### config.mk
export PLATFORM = sky130hd
export DESIGN_NAME = chtm_ram
export DESIGN_NICKNAME = d
export VERILOG_FILES = /design/src/rtl/chtm_ram.sv
export SDC_FILE = /design/constraint.sdc
export NUM_CORES = 1
export LEC_CHECK = 0
export BUFFER_PORTS_ARGS = -buffer_cell sky130_fd_sc_hd__buf_4
export CAP_MARGIN = 0
export CELL_PAD_IN_SITES_DETAIL_PLACEMENT = 0
export CELL_PAD_IN_SITES_GLOBAL_PLACEMENT = 1
export CORE_MARGIN = 1
export CORE_UTILIZATION = 50
export DETAILED_ROUTE_END_ITERATION = 8
export GPL_TIMING_DRIVEN = 0
export PLACE_DENSITY_LB_ADDON = 0.1
export REMOVE_ABC_BUFFERS = 1
export SYNTH_ARGS = -nofsm -noshare
export SYNTH_HDL_FRONTEND = slang
export SYNTH_SLANG_ARGS = --single-unit
### constraint.sdc
create_clock -name clk -period 1.7 [get_ports clk]
set_input_delay 0.085 -clock clk [delete_from_list [all_inputs] [get_ports clk]]
set_output_delay 0.085 -clock clk [all_outputs]
set_load 0.05 [all_outputs]
### src/rtl/chtm_ram.sv
// generic single-write, single-read ram with registered read data
`default_nettype none
module chtm_ram #(
  parameter int WIDTH = 8,
  parameter int DEPTH = 16
) (
  input  wire logic                     clk,
  input  wire logic                     we,
  input  wire logic [$clog2(DEPTH)-1:0] waddr,
  input  wire logic [WIDTH-1:0]         wdata,
  input  wire logic [$clog2(DEPTH)-1:0] raddr,
  output logic      [WIDTH-1:0]         rdata
);
  logic [WIDTH-1:0] mem [DEPTH];

  always_ff @(posedge clk) begin
    if (we) begin
      mem[waddr] <= wdata;
    end
    rdata <= mem[raddr];
  end
endmodule
`default_nettype wire

==> run metrics <==
outcome=completed; Port Buf Inserts=25; final clock skew=a little under 8 ps; first-pass GRT wire length=14100 um; RSZ-0062 raised after global routing=false; gr ovfl total=0; FF+latch count, synth=~140; Final GP Congestion=roughly 0.69; drt first pass iters=4; Max-slew headroom=10.2%; placed instance area=between 5000 and 6000 um2; post-synthesis mux area share=about 15%; largest net degree at the start of global routing=33; die area=about 11000 um2; die width=a little over 100 um; TritonCTS clock tree=built; Post-Synth Adder-Cell Area=0%; multi-input combinational cell area=1070 um2; CTS Hold Bufs=8; layout cells sized above 1=~27%; Initial Utilization=a little over half; Pleak=~2.0 nW; Synth Area in XOR/XNOR=0%; YS warnings=0; PnR worst setup slack=313 ps; 1st-iter DRT viols=between 150 and 200; post-route minimum period=1390 ps; Net count, final=289; FMAX=721 MHz; critical path required time=around 2100 ps; final worst-path cycle share=roughly four fifths; Clock transition at path regs=60 ps; core area=just under 10000 um2; Crit Path Class=flop to flop; vias per inst=between 5 and 6; fin area=around 6000 um2; critical path arrival=between 1500 and 2000 ps; final setup vio count=0; Netlist cell types=19; Avg Inst Size Synth=about 22 um2; Slew @ Worst Pin=around 1300 ps; Root Buffer=clkbuf_8; MaxCap Viol Count=0; pre-CTS setup slack=-539 ps; Final TNS setup=0 ps; CTS H-tree lvls=4; peak supply drop=between 0.0006 and 0.0007 V; vias in the first global route=2365; dpl hpwl=about 5500 um; clock latency on the worst-skew pair=roughly 520 ps; Non-Filler Instances=around 420; synthesis-to-finish area growth=18.6%; simple-gate share of the synthesized area=approximately 3.2%; Top Ports=26; critical path endpoint category=flop; site row count=36; final hold slack=approximately 21 ps; startpoint types=flop; HP Class=input pin to flop; Routed Antenna Nets=0; TritonCTS buffer count=17; Diodes inserted=0; Power Dens Cells=between 1000 and 1500 nW/um2; CP Max Fanout=1; DIE HEIGHT=around 100 um; Total GRT Usage=20.0%; clock tree buffer depth=2; Cells after Synth=about 230; main combinational cell family by area after synthesis=multiplexers; Post-CTS Setup Bufs=0; initial antenna violation count=0; max-slew violations=0; Num Clock Sinks=between 100 and 150; FF+latch area=roughly 4000 um2; Synth Area in Compound Gates=around 2.3%; DR vias=around 2300; Hold Fails Final Rpt=0; drc violations=0; Fillers=slightly below 700; wire per inst=around 23 um; Post-Route WL=~9500 um; synthesized cell area=approximately 5100 um2; PostCTS Resize Cnt=0; Seq/Total Area, Yosys=77.8%; dpl cells=377
-- cells in the mapped netlist --
cell             count  area (um2)
buf_4                1        7.51
mux4_1              14         368
and2_1               1        6.26
nor2_1              13        48.8
nor3_1               4        20.0
buf_2                3        15.0
nand2b_1             2        12.5
and2b_1              1        7.51
mux4_2              18         405
nand3b_1             2        15.0
edfxtp_1           128        3840
nor2b_1              1        6.26
nand2_1              9        33.8
buf_6                3        33.8
clkdlybuf4s25_2      3        30.0
dfxtp_1              8         160
or3b_2               1        8.76
nand3_1              1        5.00
a22oi_1             16         120
-- layout make-up --
cell class | instances | area share, %
clock buffer | 18 | 6.85
clock inverter | 14 | 2.87
multi-input combinational | 83 | 17.6
sequential | 136 | 65.6
tap | 133 | 2.73
timing repair buffer | 33 | 4.39
-- where the power goes --
| group | switching, mW | leakage [nW] | internal [mW] | total (mW) |
|---|---|---|---|---|
| logic | 0.271 | 0.527 | 0.170 | 0.441 |
| registers | 0.0188 | 1.22 | 3.75 | 3.77 |
| clock network | 1.40 | 0.270 | 2.24 | 3.64 |
-- final timing paths --
kind          endpoint  startpoint  slack, ps  cells past startpoint
max           rdata[1]   mem[9][1]        310                      3
min          mem[0][3]    waddr[0]         20                      2
max reg2reg   rdata[1]   mem[9][1]        310                      3
min reg2reg   rdata[4]  mem[14][4]        670                      3
-- placed cells by master, fill, tap and decap left out, drive strengths merged --
cell type    synthesis  layout
a22oi               16      16
and2                 1       1
and2b                1       1
buf                  7      25
bufinv               0       3
clkbuf               0      18
clkinv               0       3
clkinvlp             0       6
dfxtp                8       8
dlygate4sd3          0       8
edfxtp             128     128
inv                  0       2
mux4                32      32
nand2                9       9
nand2b               2       2
nand3                1       1
nand3b               2       2
nor2                13      13
nor2b                1       1
nor3                 4       4
or3b                 1       1
-- critical path: stages (launching register included) --
cell	delay, ps
edfxtp_1	350
mux4_1	510
a22oi_1	270
nand2_1	130
-- per-stage QoR --
stage | total power, mW | util [%]
2_1_floorplan | 4.06 | -
3_3_place_gp | 4.26 | 54.9
3_5_place_dp | 4.27 | 55.0
4_1_cts | 7.90 | 61.8
5_1_grt | 8.08 | 61.9
6_report | 7.85 | 61.9
-- state kept, by name, summed over array words and instances (netlist names) --
signal,count
mem,128
rdata,8
-- cell families after synthesis --
group | count (synthesis)
flops | 136
simple gates | 35
mux | 32
compound gates | 16
buf+inv | 10
-- per-layer routing --
metal / routed length (um) / GRT usage, %
met1: 4020 / 28.8
met4: 74 / 6.83
met3: 845 / 5.98
met5: 0 / 0
met2: 4530 / 29.6
No activity file was read; power rests on OpenSTA's default activity.
